[src/sv/fmpd_pkg.sv]
// Shared constants, types and the arctangent table of the FM phase discriminator.
package fmpd_pkg;

   localparam int FIRST_DECIMATION  = 11;
   localparam int SECOND_DECIMATION = 4;
   localparam int SAMPLE_BITS       = 16;
   localparam int CORDIC_STEPS      = 16;
   localparam int ATAN_ENTRIES      = 24;

   localparam int OUT_W      = 16;
   localparam int CLAMP_W    = OUT_W + 1;
   localparam int ACC_W      = SAMPLE_BITS + $clog2(FIRST_DECIMATION);
   localparam int CNT1_W     = $clog2(FIRST_DECIMATION + 1);
   localparam int CNT2_W     = $clog2(SECOND_DECIMATION + 1);
   localparam int PROD_W     = 2 * ACC_W;
   localparam int SUMP_W     = PROD_W + 1;
   localparam int CORDIC_W   = SUMP_W + 2;
   localparam int Z_W        = 34;
   localparam int ROUND_SH   = 16;
   localparam int ANGLE_W    = Z_W - ROUND_SH;
   localparam int ASUM_W     = ANGLE_W + CNT2_W;
   localparam int AVG_SHIFT  = $clog2(SECOND_DECIMATION + 1) - 1;
   localparam int STEP_W     = (CORDIC_STEPS > 1) ? $clog2(CORDIC_STEPS) : 1;
   localparam int ATAN_IDX_W = $clog2(ATAN_ENTRIES);

   typedef struct packed {
      logic signed [ACC_W-1:0] re;
      logic signed [ACC_W-1:0] im;
   } fmpd_group_type;

   typedef struct packed {
      logic           valid;
      fmpd_group_type data;
   } fmpd_group_msg_type;

   typedef enum logic [2:0] {
      ST_IDLE,
      ST_MUL,
      ST_PREP,
      ST_ROT,
      ST_ITER,
      ST_DONE,
      ST_OUT
   } fmpd_state_type;

   typedef enum logic {
      FMT_Q15  = 1'b0,
      FMT_BYTE = 1'b1
   } fmpd_format_type;

   // Arctangent of 2^-i with pi scaled to 2^31.
   function automatic logic [31:0] atan_lookup(input logic [ATAN_IDX_W-1:0] idx);
      logic [31:0] val;
      case (idx)
         5'd0:  val = 32'h20000000;
         5'd1:  val = 32'h12E4051E;
         5'd2:  val = 32'h09FB385B;
         5'd3:  val = 32'h051111D4;
         5'd4:  val = 32'h028B0D43;
         5'd5:  val = 32'h0145D7E1;
         5'd6:  val = 32'h00A2F61E;
         5'd7:  val = 32'h00517C55;
         5'd8:  val = 32'h0028BE53;
         5'd9:  val = 32'h00145F2F;
         5'd10: val = 32'h000A2F98;
         5'd11: val = 32'h000517CC;
         5'd12: val = 32'h00028BE6;
         5'd13: val = 32'h000145F3;
         5'd14: val = 32'h0000A2FA;
         5'd15: val = 32'h0000517D;
         5'd16: val = 32'h000028BE;
         5'd17: val = 32'h0000145F;
         5'd18: val = 32'h00000A30;
         5'd19: val = 32'h00000518;
         5'd20: val = 32'h0000028C;
         5'd21: val = 32'h00000146;
         5'd22: val = 32'h000000A3;
         5'd23: val = 32'h00000051;
         default: val = 32'h00000000;
      endcase
      return val;
   endfunction

endpackage

[src/sv/fmpd_queue.sv]
// Two-entry queue of group sums between the front end and the back end.
module fmpd_queue (
   input  logic                         clock,
   input  logic                         reset,
   input  fmpd_pkg::fmpd_group_msg_type push,
   output logic                         push_ready,
   output fmpd_pkg::fmpd_group_msg_type pop,
   input  logic                         pop_ready
);
   import fmpd_pkg::*;

   fmpd_group_type entry_ff [2];
   logic           wr_ptr_ff, wr_ptr_in;
   logic           rd_ptr_ff, rd_ptr_in;
   logic [1:0]     count_ff, count_in;
   logic           do_push;
   logic           do_pop;

   assign push_ready = (count_ff != 2'd2);
   assign do_push    = push.valid && push_ready;
   assign do_pop     = pop.valid && pop_ready;
   assign pop.valid  = (count_ff != 2'd0);
   assign pop.data   = entry_ff[rd_ptr_ff];

   always_comb begin
      wr_ptr_in = do_push ? ~wr_ptr_ff : wr_ptr_ff;
      rd_ptr_in = do_pop ? ~rd_ptr_ff : rd_ptr_ff;
      count_in  = count_ff + {1'b0, do_push} - {1'b0, do_pop};
   end

   always_ff @(posedge clock) begin
      if (do_push) begin
         entry_ff[wr_ptr_ff] <= push.data;
      end
   end

   always_ff @(posedge clock) begin
      if (reset) begin
         wr_ptr_ff <= 1'b0;
         rd_ptr_ff <= 1'b0;
         count_ff  <= 2'd0;
      end else begin
         wr_ptr_ff <= wr_ptr_in;
         rd_ptr_ff <= rd_ptr_in;
         count_ff  <= count_in;
      end
   end

   assert property (@(posedge clock) disable iff (reset) count_ff != 2'd3)
      else $error("Queue count went past its depth.");
   assert property (@(posedge clock) disable iff (reset)
      (count_ff == 2'd0) |-> (wr_ptr_ff == rd_ptr_ff))
      else $error("Empty queue has mismatched pointers.");
   assert property (@(posedge clock) disable iff (reset)
      (count_ff == 2'd2 && !do_pop) |=> (count_ff == 2'd2))
      else $error("Full queue lost an entry without a pop.");

endmodule

[config.mk]
export PLATFORM = sky130hd
export DESIGN_NAME = fmpd_queue
export DESIGN_NICKNAME = d
export VERILOG_FILES = /design/src/sv/fmpd_pkg.sv /design/src/sv/fmpd_queue.sv
export SDC_FILE = /design/constraint.sdc
export NUM_CORES = 1
export LEC_CHECK = 0
export BUFFER_PORTS_ARGS = -buffer_cell sky130_fd_sc_hd__buf_2
export CAP_MARGIN = 20
export CORE_MARGIN = 2
export CORE_UTILIZATION = 56
export CTS_CLUSTER_DIAMETER = 200
export DETAILED_ROUTE_END_ITERATION = 8
export PLACE_DENSITY = 0.86
export SYNTH_ARGS = -nofsm -noshare
export SYNTH_HDL_FRONTEND = slang
export SYNTH_SLANG_ARGS = --single-unit
[constraint.sdc]
create_clock -name clock -period 8.4 [get_ports clock]
set_input_delay 1.26 -clock clock [delete_from_list [all_inputs] [get_ports clock]]
set_output_delay 1.26 -clock clock [all_outputs]
set_load 0.02 [all_outputs]
==> results.yml <==
run_status:
  status: "finished, final reports clean"
clock_tree:
  post_cts_resized: 0
  cts_buffers: 9
  hold_buffers: 0
  cts_root_buffer: "clkbuf_8"
  cts_tree: "built"
  clkTransAtPathRegs_ns: 0.07
  clkLatencyLatePin_ns: 0.33
  cts_buffer_depth: 2
  h-tree-depth: 3
  cts_sinks: 85
  post_cts_buffers: 0
logic_synthesis:
  ys_types: 15
  synth_ff_type: "edfxtp_1"
  synth_nets: 194
  ys_ff_latch: 85
  synthTopCellsByArea: "edfxtp_1 73%, mux2_4 19%, dfxtp_1 3.0%"
  synth_most_common_cell: "edfxtp_1"
  netlist_area_um2: 3290
  yosysSeqAreaShare_pct: 76.2
  ys_top_cells_by_count: "80 x edfxtp_1, 41 x mux2_4, 5 x dfxtp_1, 5 x nor2_1, 4 x buf_6"
  yosys.area.top_type: "edfxtp_1"
  synth_edf_count: 80
  async_reset_ff_share_pct: 0
  synth_area_per_cell_um2: 22.2
  netlist.area_leader.share_pct: 73.1
  yosysWarnings: 0
  syn-instance-count: 148
cells_and_area:
  fin_cells: 319
  final_util_pct: 71.4
  drive_above_1_share_pct: 59.5
  diodes: 0
  nets: 288
  area_growth_pct: 21.2
global_route:
  grt_pass1_wl_um: 7490
  grt_pass1_vias: 1646
  grt_usage_pct: 16.5
  grt_max_degree: 41
  gr-total-overflow: 0
  grt.met2_usage_pct: 28.7
  grt_use_met1_pct: 18.3
  antenna_found_initial: 0
  busiest_layer: "met2"
  use_met3_pct: 3.26
floorplanning:
  die_y_um: 80.6
  ios: 86
  dieArea_um2: 6500
  coreArea_um2: 5570
  fp-row-count: 27
  initial_core_util_pct: 58.9
  die_w_um: 80.6
power_and_ir_drop:
  peakVddDrop_mv: 0.235
  power.density_nw_per_um2: 297
  power_leakage_nw: 1.60
  p_total_mw: 1.18
detailed_routing:
  vias_per_cell: 5.06
  drt_iter0_markers: 47
  first_pass_iters: 4
  drt_drc_violations_left: 0
  wl_um: 4980
  detail-route-antenna-nets: 0
  via_count: 1613
  wl_per_cell_um: 15.6
timing:
  fin_crit_ns: 3.01
  fmax_ghz: 0.332
  period_share_pct: 35.9
  tns_ns: 0
  fin_skew_ns: 0.00701
  slew_headroom_pct: 36.7
  rsz0062_at_grt: "no"
  hold_violations: 0
  tightest_slew_ns: 0.949
  maxSlewViolCount: 0
  setup_violations: 0
worst_setup_path:
  slowest_delay_ns: 0.57
  crit_path_top_delay_cell: "buf_4"
  ff2ff_setup_slack_ns: 6.64
  cp_cell_sequence: "buf_4 -> mux2_4 -> buf_2"
  worstSetupEndpointType: "output pin"
  cp_data_required_time_ns: 7.14
  cp.arrival_ns: 1.75
  startpoint_type: "register"
  path_max_fanout: 40
  path_class: "register to output pin"
worst_hold_path:
  hp-class: "register to register"
placement:
  gp_congestion: 0.731
  hpwl_um: 3390
  place_inst: 303
  numPortBuffers: 85
run:
  max-cap-violations: 0
## registers in the layout, indices dropped and copies added (netlist names), named ones only
signal and count:
wr_ptr_ff 1, rd_ptr_ff 1, entry_ff 80, count_ff 2
## critical path: cells and delay by family (launching register included)
family | cells | cell delay (ns)
buffers and inverters | 2 | 0.73
multiplexers | 1 | 0.36
flip-flops | 1 | 0.31
## metrics by stage
step	cell area [um2]	hold slack [ns]	setup WS, ns
floorplan	3290	0.480	4.95
global placement	3770	0.508	5.67
detailed placement	3800	0.508	5.73
CTS	3980	0.527	5.35
global route	3980	0.542	5.31
finish	3980	0.524	5.39
## final timing paths
path	startpoint	cells past startpoint	end
min	rd_ptr_ff	2	rd_ptr_ff
min reg2reg	rd_ptr_ff	2	rd_ptr_ff
max	register	3	pop[18]
max reg2reg	count_ff[0]	2	entry_ff[1][4]
## layout by cell type, fill, tap and decap left out, types with 2 or more instances in the layout
master,count
dfxtp_1,4
edfxtp_1,80
ha_1,2
buf_2,85
clkinv_2,3
clkinv_1,3
nor2_1,4
mux2_4,41
xnor2_1,2
clkbuf_8,9
nor2b_1,2
## kinds of logic (layout without fill, tap and decap cells)
kind of cell	after synthesis	after routing	share of synthesized area [%]
AOI/OAI and AO/OA	1	1	0.267
xor gates and xnor gates	3	3	0.800
adders and majority gates	2	2	0.761
buffers and inverters	5	104	1.48
DFF	85	85	76.2
muxes	41	41	18.7
and+or+nand+nor	11	11	1.79
## per-layer routing
metal  share of wire [%]  up-vias
li1                    -      760
met1                  38      779
met2                  54       58
met3                 4.7       16
met4                 3.3        0
met5                   0        -
## report_power, final
group          leakage (nW)  internal (mW)  switching, mW  total, mW
registers             0.789          0.533         0.0183      0.551
clock network        0.0953          0.133          0.127      0.260
logic                 0.711          0.172          0.201      0.373
total                  1.60          0.838          0.346       1.18
## layout make-up
class | instances | area (um2)
Clock buffer | 9 | 124
Tap cell | 72 | 90.1
Timing Repair Buffer | 87 | 460
Clock inverter | 7 | 56.3
Multi-Input combinational cell | 58 | 743
Sequential cell | 85 | 2500
Inverter | 1 | 3.75
Fill cell | 366 | 1590
No activity file was read; power rests on OpenSTA's default activity.
