$ cat src/sv/fmpd_pkg.sv
// Shared constants, types and the arctangent table of the FM phase discriminator.
package fmpd_pkg;

   localparam int FIRST_DECIMATION  = 11;
   localparam int SECOND_DECIMATION = 4;
   localparam int SAMPLE_BITS       = 16;
   localparam int CORDIC_STEPS      = 16;
   localparam int ATAN_ENTRIES      = 24;

   localparam int OUT_W      = 16;
   localparam int CLAMP_W    = OUT_W + 1;
   localparam int ACC_W      = SAMPLE_BITS + $clog2(FIRST_DECIMATION);
   localparam int CNT1_W     = $clog2(FIRST_DECIMATION + 1);
   localparam int CNT2_W     = $clog2(SECOND_DECIMATION + 1);
   localparam int PROD_W     = 2 * ACC_W;
   localparam int SUMP_W     = PROD_W + 1;
   localparam int CORDIC_W   = SUMP_W + 2;
   localparam int Z_W        = 34;
   localparam int ROUND_SH   = 16;
   localparam int ANGLE_W    = Z_W - ROUND_SH;
   localparam int ASUM_W     = ANGLE_W + CNT2_W;
   localparam int AVG_SHIFT  = $clog2(SECOND_DECIMATION + 1) - 1;
   localparam int STEP_W     = (CORDIC_STEPS > 1) ? $clog2(CORDIC_STEPS) : 1;
   localparam int ATAN_IDX_W = $clog2(ATAN_ENTRIES);

   typedef struct packed {
      logic signed [ACC_W-1:0] re;
      logic signed [ACC_W-1:0] im;
   } fmpd_group_type;

   typedef struct packed {
      logic           valid;
      fmpd_group_type data;
   } fmpd_group_msg_type;

   typedef enum logic [2:0] {
      ST_IDLE,
      ST_MUL,
      ST_PREP,
      ST_ROT,
      ST_ITER,
      ST_DONE,
      ST_OUT
   } fmpd_state_type;

   typedef enum logic {
      FMT_Q15  = 1'b0,
      FMT_BYTE = 1'b1
   } fmpd_format_type;

   // Arctangent of 2^-i with pi scaled to 2^31.
   function automatic logic [31:0] atan_lookup(input logic [ATAN_IDX_W-1:0] idx);
      logic [31:0] val;
      case (idx)
         5'd0:  val = 32'h20000000;
         5'd1:  val = 32'h12E4051E;
         5'd2:  val = 32'h09FB385B;
         5'd3:  val = 32'h051111D4;
         5'd4:  val = 32'h028B0D43;
         5'd5:  val = 32'h0145D7E1;
         5'd6:  val = 32'h00A2F61E;
         5'd7:  val = 32'h00517C55;
         5'd8:  val = 32'h0028BE53;
         5'd9:  val = 32'h00145F2F;
         5'd10: val = 32'h000A2F98;
         5'd11: val = 32'h000517CC;
         5'd12: val = 32'h00028BE6;
         5'd13: val = 32'h000145F3;
         5'd14: val = 32'h0000A2FA;
         5'd15: val = 32'h0000517D;
         5'd16: val = 32'h000028BE;
         5'd17: val = 32'h0000145F;
         5'd18: val = 32'h00000A30;
         5'd19: val = 32'h00000518;
         5'd20: val = 32'h0000028C;
         5'd21: val = 32'h00000146;
         5'd22: val = 32'h000000A3;
         5'd23: val = 32'h00000051;
         default: val = 32'h00000000;
      endcase
      return val;
   endfunction

endpackage

$ cat src/sv/fmpd_req_if.sv
// Request channel carrying one complex input sample.
interface fmpd_req_if;
   logic                                  valid;
   logic                                  ready;
   logic signed [fmpd_pkg::SAMPLE_BITS-1:0] in_real;
   logic signed [fmpd_pkg::SAMPLE_BITS-1:0] in_imag;

   modport source (output valid, output in_real, output in_imag, input ready);
   modport sink   (input valid, input in_real, input in_imag, output ready);
endinterface

$ cat src/sv/fmpd_front.sv
// Front end that sums each group of input samples and hands the group sum to the queue.
module fmpd_front (
   input  logic                         clock,
   input  logic                         reset,
   fmpd_req_if.sink                     req,
   output fmpd_pkg::fmpd_group_msg_type grp_out,
   input  logic                         grp_ready
);
   import fmpd_pkg::*;

   logic signed [ACC_W-1:0] acc_re_ff, acc_re_in;
   logic signed [ACC_W-1:0] acc_im_ff, acc_im_in;
   logic [CNT1_W-1:0]       cnt_ff, cnt_in;
   logic signed [ACC_W-1:0] sum_re;
   logic signed [ACC_W-1:0] sum_im;
   logic                    accept;
   logic                    group_end;

   assign req.ready = grp_ready;
   assign accept    = req.valid && grp_ready;
   assign group_end = (cnt_ff == CNT1_W'(FIRST_DECIMATION - 1));

   always_comb begin
      sum_re = acc_re_ff + ACC_W'(req.in_real);
      sum_im = acc_im_ff + ACC_W'(req.in_imag);
      grp_out.valid   = accept && group_end;
      grp_out.data.re = sum_re;
      grp_out.data.im = sum_im;
      acc_re_in = acc_re_ff;
      acc_im_in = acc_im_ff;
      cnt_in    = cnt_ff;
      if (accept) begin
         if (group_end) begin
            acc_re_in = '0;
            acc_im_in = '0;
            cnt_in    = '0;
         end else begin
            acc_re_in = sum_re;
            acc_im_in = sum_im;
            cnt_in    = cnt_ff + 1'b1;
         end
      end
   end

   always_ff @(posedge clock) begin
      if (reset) begin
         acc_re_ff <= '0;
         acc_im_ff <= '0;
         cnt_ff    <= '0;
      end else begin
         acc_re_ff <= acc_re_in;
         acc_im_ff <= acc_im_in;
         cnt_ff    <= cnt_in;
      end
   end

endmodule

$ cat src/flat_wrapper.sv
// flat-port wrapper written by rule: the top's interface ports become plain ports
module fmpd_front_flat import fmpd_pkg::*;
  (clock, reset, grp_out, grp_ready, req_valid, req_in_real, req_in_imag, req_ready);
  fmpd_req_if req_i ();
  input  logic clock;
  input  logic reset;
  output fmpd_pkg::fmpd_group_msg_type grp_out;
  input  logic grp_ready;
  input wire logic [$bits(req_i.valid)-1:0] req_valid;
  input wire logic [$bits(req_i.in_real)-1:0] req_in_real;
  input wire logic [$bits(req_i.in_imag)-1:0] req_in_imag;
  output wire logic [$bits(req_i.ready)-1:0] req_ready;
  assign req_i.valid = req_valid;
  assign req_i.in_real = req_in_real;
  assign req_i.in_imag = req_in_imag;
  assign req_ready = req_i.ready;
  fmpd_front u_core (.clock(clock), .reset(reset), .req(req_i), .grp_out(grp_out), .grp_ready(grp_ready));
endmodule
$ cat config.mk
export PLATFORM = sky130hd
export DESIGN_NAME = fmpd_front_flat
export DESIGN_NICKNAME = d
export VERILOG_FILES = /design/src/sv/fmpd_pkg.sv /design/src/sv/fmpd_req_if.sv /design/src/sv/fmpd_front.sv /design/src/flat_wrapper.sv
export SDC_FILE = /design/constraint.sdc
export NUM_CORES = 1
export LEC_CHECK = 0
export ABC_AREA = 1
export ABC_CLOCK_PERIOD_IN_PS = 1900
export BUFFER_PORTS_ARGS = -buffer_cell sky130_fd_sc_hd__buf_2
export CAP_MARGIN = 20
export CORE_MARGIN = 3
export CORE_UTILIZATION = 51
export DETAILED_ROUTE_END_ITERATION = 16
export GPL_ROUTABILITY_DRIVEN = 0
export GPL_TIMING_DRIVEN = 0
export PLACE_DENSITY_LB_ADDON = 0.3
export SYNTH_ARGS = -nofsm -noshare
export SYNTH_HDL_FRONTEND = slang
export SYNTH_SLANG_ARGS = --single-unit
$ cat constraint.sdc
create_clock -name clock -period 1.9 [get_ports clock]
set_input_delay 0.19 -clock clock [delete_from_list [all_inputs] [get_ports clock]]
set_output_delay 0.19 -clock clock [all_outputs]
set_load 0.01 [all_outputs]
==> results of run 1 <==
-- Yosys cell counts (all sizes together), types with 2 or more instances --
library cell,n
buf,4
ha,38
xor2,12
or2,6
o21ai,9
a21oi,75
fa,2
clkbuf,10
xnor2,2
and2,30
dfxtp,44
nand3b,8
nand4,3
nor2,38
nand2,235
o21bai,4
nand3,56
nor3,2
inv,69
-- metal layers --
metal | global-route usage, % | overflow
met5 | 17.86 | 1
met4 | 72.56 | 5
met3 | 54.58 | 0
met2 | 85.58 | 2
met1 | 65.03 | 1
-- repair_timing --
item | CTS
resized for setup | 230
setup buffers | 44
gates cloned | 0
pin swaps | 75
endpoints found under the setup margin | 37
-- per-stage QoR --
step	area (µm²)	worst slack (ns)	instances	util, %
2_1_floorplan	3980	0.1000	651	-
3_3_place_gp	4484	-0.1805	826	60.53
3_5_place_dp	4484	-0.1890	826	60.53
4_1_cts	6005	-0.3331	878	81.05
-- cells by family after synthesis --
| kind of cell | after synthesis | share of synthesized area, % |
|---|---|---|
| flops | 44 | 22.13 |
| fa+ha+maj | 40 | 12.95 |
| simple gates | 379 | 41.62 |
| buf+inv | 83 | 8.173 |
| compound gates | 91 | 12.04 |
| xor+xnor | 14 | 3.081 |
==> metrics.txt, run 1 <==
top cell type's share of synthesized area 22.13%; Hold Buf Count CTS 0; Post-DP HPWL 8668 µm; run status aborted with a tool error; Synth warnings 0; Post-synth EDFFs 0; CTS root buf clkbuf_8; Clock Sinks 44; count of cell types in the netlist 31; flops & latches, synth 44; total gr overflow 9; Die H 94.34 µm; syn_nets 727; port bufs 76; stage reached global routing (5_1_grt); syn_area_per_cell 6.114 µm²; CTS buffer count 5; Yosys top cell by area dfxtp_1; Area contributors post-synth dfxtp_1 (22%), nand2_1 (22%), ha_1 (12%), a21oi_1 (9.2%), nand3_1 (6.5%); Starting Density 53.72%; Post-Synthesis Cells 651; Total GRT Usage 68.36%; ys flop type dfxtp_1; # rows 31; IO Pins 78; Post-synth ARST share 0%; H-tree levels 2; die width 94.34 µm; register area share after synthesis 22.13%; largest net degree at the start of global routing 14; post-GRT worst EP grp_out[28]; worst ep type output port; Post-Syn Area 3980 µm²; Max Root-Sink Buffers 2; Stop Error [ERROR GRT-0232] Routing congestion too high. Check the congestion heatmap in the GUI.
==> run 2: changes to the inputs <==
--- a/config.mk
+++ b/config.mk
@@ -6,15 +6,15 @@
 export NUM_CORES = 1
 export LEC_CHECK = 0
 export ABC_AREA = 1
-export ABC_CLOCK_PERIOD_IN_PS = 1900
+export ABC_CLOCK_PERIOD_IN_PS = 2450
 export BUFFER_PORTS_ARGS = -buffer_cell sky130_fd_sc_hd__buf_2
 export CAP_MARGIN = 20
 export CORE_MARGIN = 3
-export CORE_UTILIZATION = 51
+export CORE_UTILIZATION = 40
 export DETAILED_ROUTE_END_ITERATION = 16
 export GPL_ROUTABILITY_DRIVEN = 0
 export GPL_TIMING_DRIVEN = 0
-export PLACE_DENSITY_LB_ADDON = 0.3
+export PLACE_DENSITY_LB_ADDON = 0.15
 export SYNTH_ARGS = -nofsm -noshare
 export SYNTH_HDL_FRONTEND = slang
 export SYNTH_SLANG_ARGS = --single-unit
==> constraint.sdc (replaced) <==
create_clock -name clock -period 2.45 [get_ports clock]
set_input_delay 0.245 -clock clock [delete_from_list [all_inputs] [get_ports clock]]
set_output_delay 0.245 -clock clock [all_outputs]
set_load 0.01 [all_outputs]
==> run 2 against run 1 <==
Effect of this change: area after synthesis unchanged; the flow now finishes without violations; synthesized cell count unchanged.
==> metrics.txt, run 2 <==
run status complete, no violations; port bufs 76 (unchanged); Wirelength per Cell 12.69 µm; unrepaired setup endpoints after global routing true; Die H 105.8 µm (+12%); clk_skew 0.009922 ns; leak pwr 2.491 nW; IO Pins 78 (unchanged); Post-synth EDFFs 0 (unchanged); CP startpoint kind flip-flop; Starting Density 42.08% (-12 points); Total Wirelength 11,010 µm; CP Cell Sequence ha_2, fa_2, nand3_1, nand3_2, nand2_1, nand2_2, nand3_2, nand2_1, nand2_1, and2_1, buf_2; CTS root buf clkbuf_8; die width 105.8 µm (+12%); CP dominant cell by count nand2_1; Fmax 423.5 MHz; total gr overflow 0; Max stage delay on crit path 0.42 ns; syn_nets 727 (unchanged); CP Max Fanout 3; CTS buffer count 5 (unchanged); # rows 35 (+13%); Post-synth ARST share 0% (unchanged); WHS 0.3151 ns; CTS tree built; die area 11,180 µm²; pre-CTS setup slack 0.2439 ns (+0.4329 ns); most numerous cell in the Yosys netlist nand2_1; Synth warnings 0 (unchanged); via count 4,317; synthesis-to-finish area growth 19.49%; initial antenna violation count 0; largest net degree at the start of global routing 15; Area contributors post-synth dfxtp_1 (22%), nand2_1 (22%), ha_1 (12%), a21oi_1 (9.2%), nand3_1 (6.5%); Post-DP HPWL 8892 µm (+2.6%); Clock Latency Late Sink 0.31 ns; WS Path Type reg -> out; remaining antenna violation count 0; Crit-path slowest cell fa_2; DP Area 4522 µm² (+0.84%); Post-Syn Area 3980 µm² (unchanged); most common cell after layout, fill and taps aside nand2_1; final setup fails 0; Total Power 2.221 mW; share of layout cells above drive strength 1 18.40%; Max-Cap Viols 0; final setup margin 0.08860 ns; clock transition at the registers of the reported paths 0.10 ns; flops & latches, synth 44 (unchanged); VDD IR max 0.2524 mV; Core ar. 9459 µm²; vias in the first global route 4,124; final period demand of the worst path 2.361 ns; Max Root-Sink Buffers 2 (unchanged); final worst path period share 96.38%; top cell type's share of synthesized area 22.13% (unchanged); Top Registers u_core.acc_im_ff x20, u_core.acc_re_ff x20, u_core.cnt_ff x4; Critical Path End Type output port; ys flop type dfxtp_1; fin nets 814; cell area after layout 4756 µm²; first-pass GRT wire length 18,240 µm; Final Hold Viols 0; drt initial violations 127; Power Density 466.9 nW/µm²; n_diodes 0; Max transition margin 60.46%; Clock Sinks 44 (unchanged); vias per cell 4.974; register area share after synthesis 22.13% (unchanged); CP Data Arrival Time 2.12 ns; Crit path required time 2.20 ns; Detailed Routing Iterations Pass 1 4; count of cell types in the netlist 31 (unchanged); most frequent cells after synthesis nand2_1 (233), a21oi_1 (73), inv_1 (69); syn_area_per_cell 6.114 µm² (unchanged); Post-Synthesis Cells 651 (unchanged); most frequent cells in the layout nand2_1 (227), buf_2 (78), inv_1 (69), a21oi_1 (69), nand3_1 (47); Final Slew Violations 0; Slew @ Worst Pin 0.5932 ns; post-layout util 50.28%; Total GRT Usage 19.65%; H-tree levels 2 (unchanged); DRC 0; Yosys top cell by area dfxtp_1; Min-Delay Path Class in -> reg
-- run 2: cell counts after synthesis --
Identical to the previous run, type by type.
-- run 2: cells by family (layout without fill, tap and decap cells) --
group,Yosys count,in the layout,synth area share [%]
DFF,44,44,22.13
and+or+nand+nor,379,379,41.62
buffers and inverters,83,171,8.173
xor gates and xnor gates,14,14,3.081
adders and majority gates,40,40,12.95
AOI/OAI and AO/OA,91,91,12.04
-- run 2: what timing repair did --
action,CTS,global route
resized for setup,2,27
buffers inserted,0,4
endpoints found under the setup margin,7,17
pin swaps,0,3
hold buffers,0,0
-- run 2: cell type report --
cell class / count / area, µm²
multi-input combinational: 524 / 2889
timing repair buffer: 80 / 410.4
buffer: 14 / 66.31
fill: 1041 / 4703
inverter: 69 / 259.0
sequential: 44 / 882.1
clock inverter: 3 / 18.77
clock buffer: 5 / 68.82
tap: 129 / 161.4
-- run 2: layer usage --
metal  global-route usage [%]  wire length [µm]
met5                        0                 0
met4                    3.885               105
met3                    2.511               397
met2                    38.80              5771
met1                    22.31              4737
-- run 2: final timing paths --
check	startpoint	end	slack [ns]	depth (start not counted)
worst max-delay path	u_core.acc_re_ff[0]$_SDFFE_PP0P_	grp_out[34]	0.09	11
worst min register to register	u_core.acc_im_ff[18]$_SDFFE_PP0P_	u_core.acc_im_ff[18]$_SDFFE_PP0P_	0.48	2
worst max register to register	u_core.acc_im_ff[0]$_SDFFE_PP0P_	u_core.acc_im_ff[8]$_SDFFE_PP0P_	0.55	10
worst min-delay path	reset	u_core.cnt_ff[0]$_SDFFE_PP0P_	0.32	2
-- run 2: worst max-delay path: cells and delay by family, from the launching register on --
kind / cells / cell delay (ns)
AND/OR/NAND/NOR: 8 / 0.74
adder cells (fa/ha/maj): 2 / 0.62
flip-flops: 1 / 0.33
buffers and inverters: 1 / 0.13
-- run 2: power by group --
part | switching [mW] | total, mW | internal, mW
Sequential | 0.0280 | 0.790 | 0.762
Combinational | 0.558 | 0.935 | 0.377
Clock | 0.295 | 0.495 | 0.200
-- run 2: stage by stage --
stage                     std cells  setup TNS [ns]
after floorplan                 651               0
after global placement          856               0
after detailed placement        856               0
after CTS                       864               0
after global routing            868        -0.09691
final                           868               0
Note: power is estimated with default switching activity, not from simulation.
==> run 3: changes to the inputs <==
--- a/config.mk
+++ b/config.mk
@@ -6,7 +6,7 @@
 export NUM_CORES = 1
 export LEC_CHECK = 0
 export ABC_AREA = 1
-export ABC_CLOCK_PERIOD_IN_PS = 2450
+export ABC_CLOCK_PERIOD_IN_PS = 2750
 export BUFFER_PORTS_ARGS = -buffer_cell sky130_fd_sc_hd__buf_2
 export CAP_MARGIN = 20
 export CORE_MARGIN = 3
@@ -15,6 +15,7 @@
 export GPL_ROUTABILITY_DRIVEN = 0
 export GPL_TIMING_DRIVEN = 0
 export PLACE_DENSITY_LB_ADDON = 0.15
+export REMOVE_ABC_BUFFERS = 1
 export SYNTH_ARGS = -nofsm -noshare
 export SYNTH_HDL_FRONTEND = slang
 export SYNTH_SLANG_ARGS = --single-unit
==> constraint.sdc (replaced) <==
create_clock -name clock -period 2.75 [get_ports clock]
set_input_delay 0.275 -clock clock [delete_from_list [all_inputs] [get_ports clock]]
set_output_delay 0.275 -clock clock [all_outputs]
set_load 0.01 [all_outputs]
==> run 3 against run 2 <==
Effect of this change: clock skew about the same; register-to-register slack improved by 0.16 ns; cell count decreased by 2.0%; first-iteration DRC count increased by 4.7%; highest routed layer unchanged.
==> metrics.txt, run 3 (synthesized netlist as in run 2, its figures left out) <==
run status complete, no violations; first-pass GRT wire length 18,040 µm (-1.1%); most frequent cells in the layout nand2_1 (232), buf_2 (77), a21oi_1 (73); CTS tree built; area of the multi-input gates 2776 µm² (-3.9%); Clock Latency Late Sink 0.30 ns (about the same); Hold Path Sink u_core.acc_re_ff[0]$_SDFFE_PP0P_; vias per cell 4.942 (-0.62%); H-tree levels 2 (unchanged); CP top delay family simple AND/OR/NAND/NOR gates; share of layout cells above drive strength 1 13.99% (-4.4 points); CTS buffer count 5 (unchanged); final worst path period share 91.23%; drt initial violations 133 (+4.7%); Critical R2R Launch u_core.acc_im_ff[0]$_SDFFE_PP0P_; VDD IR max 0.1894 mV (-25%); remaining antenna violation count 0 (unchanged); via count 4,206 (-2.6%); Top Registers u_core.acc_im_ff x20, u_core.acc_re_ff x20, u_core.cnt_ff x4; die width 105.8 µm (unchanged); synthesis-to-finish area growth 16.06%; # rows 35 (unchanged); vias in the first global route 4,169 (+1.1%); Sequential Area 880.8 µm² (-0.14%); wl on met1 4597 µm (-3.0%); Placed Cells 844 (-1.4%); unrepaired setup endpoints after global routing false; Core ar. 9459 µm² (unchanged); Crit-path slowest cell fa_1; total gr overflow 0 (unchanged); initial antenna violation count 0 (unchanged); Total Wirelength 10,430 µm (-5.3%); Die H 105.8 µm (unchanged); DR WL met2 5308 µm (-8.0%); CP Data Arrival Time 2.23 ns (+0.11 ns); WHS 0.3717 ns (+0.05660 ns); Clock Sinks 44 (unchanged); Crit path required time 2.48 ns (+0.28 ns); clk_skew 0.01019 ns (+0.0002714 ns); Reg2Reg Capture Point u_core.acc_im_ff[8]$_SDFFE_PP0P_; fin nets 798 (-2.0%); Worst Hold Launch req_in_real[0]; Final Hold Viols 0 (unchanged); R2R depth 10 (unchanged); DRC 0 (unchanged); # resized after CTS 0 (-2); Fmax 398.6 MHz; Hold Buf Count CTS 0 (unchanged); Max-Cap Viols 0 (unchanged); Final Slew Violations 0 (unchanged); Min-Delay Path Class in -> reg; clock transition at the registers of the reported paths 0.09 ns (about the same); Max stage delay on crit path 0.44 ns (+0.02 ns); Starting Density 42.08% (unchanged); reg2reg setup slack 0.71 ns (+0.16 ns); IO Pins 78 (unchanged); leak pwr 2.457 nW (-1.4%); Post-DP HPWL 8235 µm (-7.4%); port bufs 77 (+1.3%); CP Cell Sequence ha_1, fa_1, nand3_1, nand3_2, nand3_1, nand2_1, nand2_1, nand3b_1, and2_1, buf_2; CP Max Fanout 4 (+1); Detailed Routing Iterations Pass 1 5 (+1); Max Used Layer met4; Total GRT Usage 19.35% (-0.30 points); Power Density 454.2 nW/µm² (-2.7%); CP startpoint kind flip-flop; Slew @ Worst Pin 0.9316 ns (+0.3384 ns); final setup fails 0 (unchanged); Max transition margin 37.89% (-23 points); WP buf/inv 1 (unchanged); Filler cells 1,014 (-2.6%); n_diodes 0 (unchanged); largest net degree at the start of global routing 45 (+30); most common cell after layout, fill and taps aside nand2_1; Max Root-Sink Buffers 2 (unchanged); Worst Hold Depth 4 (+2); Critical Path End Type output port; die area 11,180 µm² (unchanged); fin cells 851 (-2.0%); final period demand of the worst path 2.509 ns; Wirelength per Cell 12.26 µm (-3.4%); postcts setup bufs 0 (unchanged); WS Path Type reg -> out; routed wire length on met3 384 µm (-3.3%); CTS root buf clkbuf_8
-- run 3: area by class of cell --
| type | instances | area share (%) |
|---|---|---|
| Sequential cell | 44 | 19.07 |
| Tap cell | 129 | 3.494 |
| Timing Repair Buffer | 78 | 8.938 |
| Clock buffer | 5 | 1.490 |
| Clock inverter | 2 | 1.300 |
| Multi-Input combinational cell | 524 | 60.10 |
| Inverter | 69 | 5.607 |
-- run 3: worst max-delay path by stage --
stage / depth (start not counted) / startpoint / to
CTS: 10 / u_core.acc_im_ff[0]$_SDFFE_PP0P_ / grp_out[16]
global route: 10 / u_core.acc_im_ff[0]$_SDFFE_PP0P_ / grp_out[16]
detailed placement: 8 / grp_ready / u_core.acc_im_ff[19]$_SDFFE_PP0P_
floorplan: 6 / grp_ready / u_core.acc_im_ff[10]$_SDFFE_PP0P_
global placement: 7 / grp_ready / u_core.acc_re_ff[10]$_SDFFE_PP0P_
finish: 10 / u_core.acc_im_ff[0]$_SDFFE_PP0P_ / grp_out[16]
-- run 3: worst reg2reg max path, stage by stage (launching register included) --
cell     delay [ns]
dfxtp_1        0.33
ha_1           0.23
fa_1           0.44
nand3_1        0.11
nand3_2        0.09
nand3_1        0.09
nand2_1        0.13
or2_0          0.22
and2_4         0.14
nand2_1        0.05
a21oi_1        0.05
-- run 3: layer usage --
| layer | up-vias | global-route usage, % |
|---|---|---|
| li1 | 2245 | - |
| met1 | 1887 | 22.06 |
| met2 | 64 | 36.38 |
| met3 | 10 | 3.307 |
| met4 | 0 | 6.013 |
| met5 | - | 0 |
-- run 3: report_power, final --
part           internal [mW]  total (mW)  switching [mW]
Sequential             0.679       0.702          0.0232
Combinational          0.318       0.795           0.477
Clock                  0.358       0.601           0.243
-- run 3: per-stage QoR --
step | instance area [µm²] | TNS, ns | util (%) | total power [mW] | setup WS, ns
after floorplan | 3914 | 0 | - | 1.254 | 0.7381
after global placement | 4461 | -16.85 | 47.16 | 1.498 | -0.4652
after detailed placement | 4491 | 0 | 47.47 | 1.517 | 0.3379
after CTS | 4619 | 0 | 48.84 | 2.144 | 0.2044
after global routing | 4619 | 0 | 48.84 | 2.258 | 0.05960
final | 4619 | 0 | 48.84 | 2.098 | 0.2411
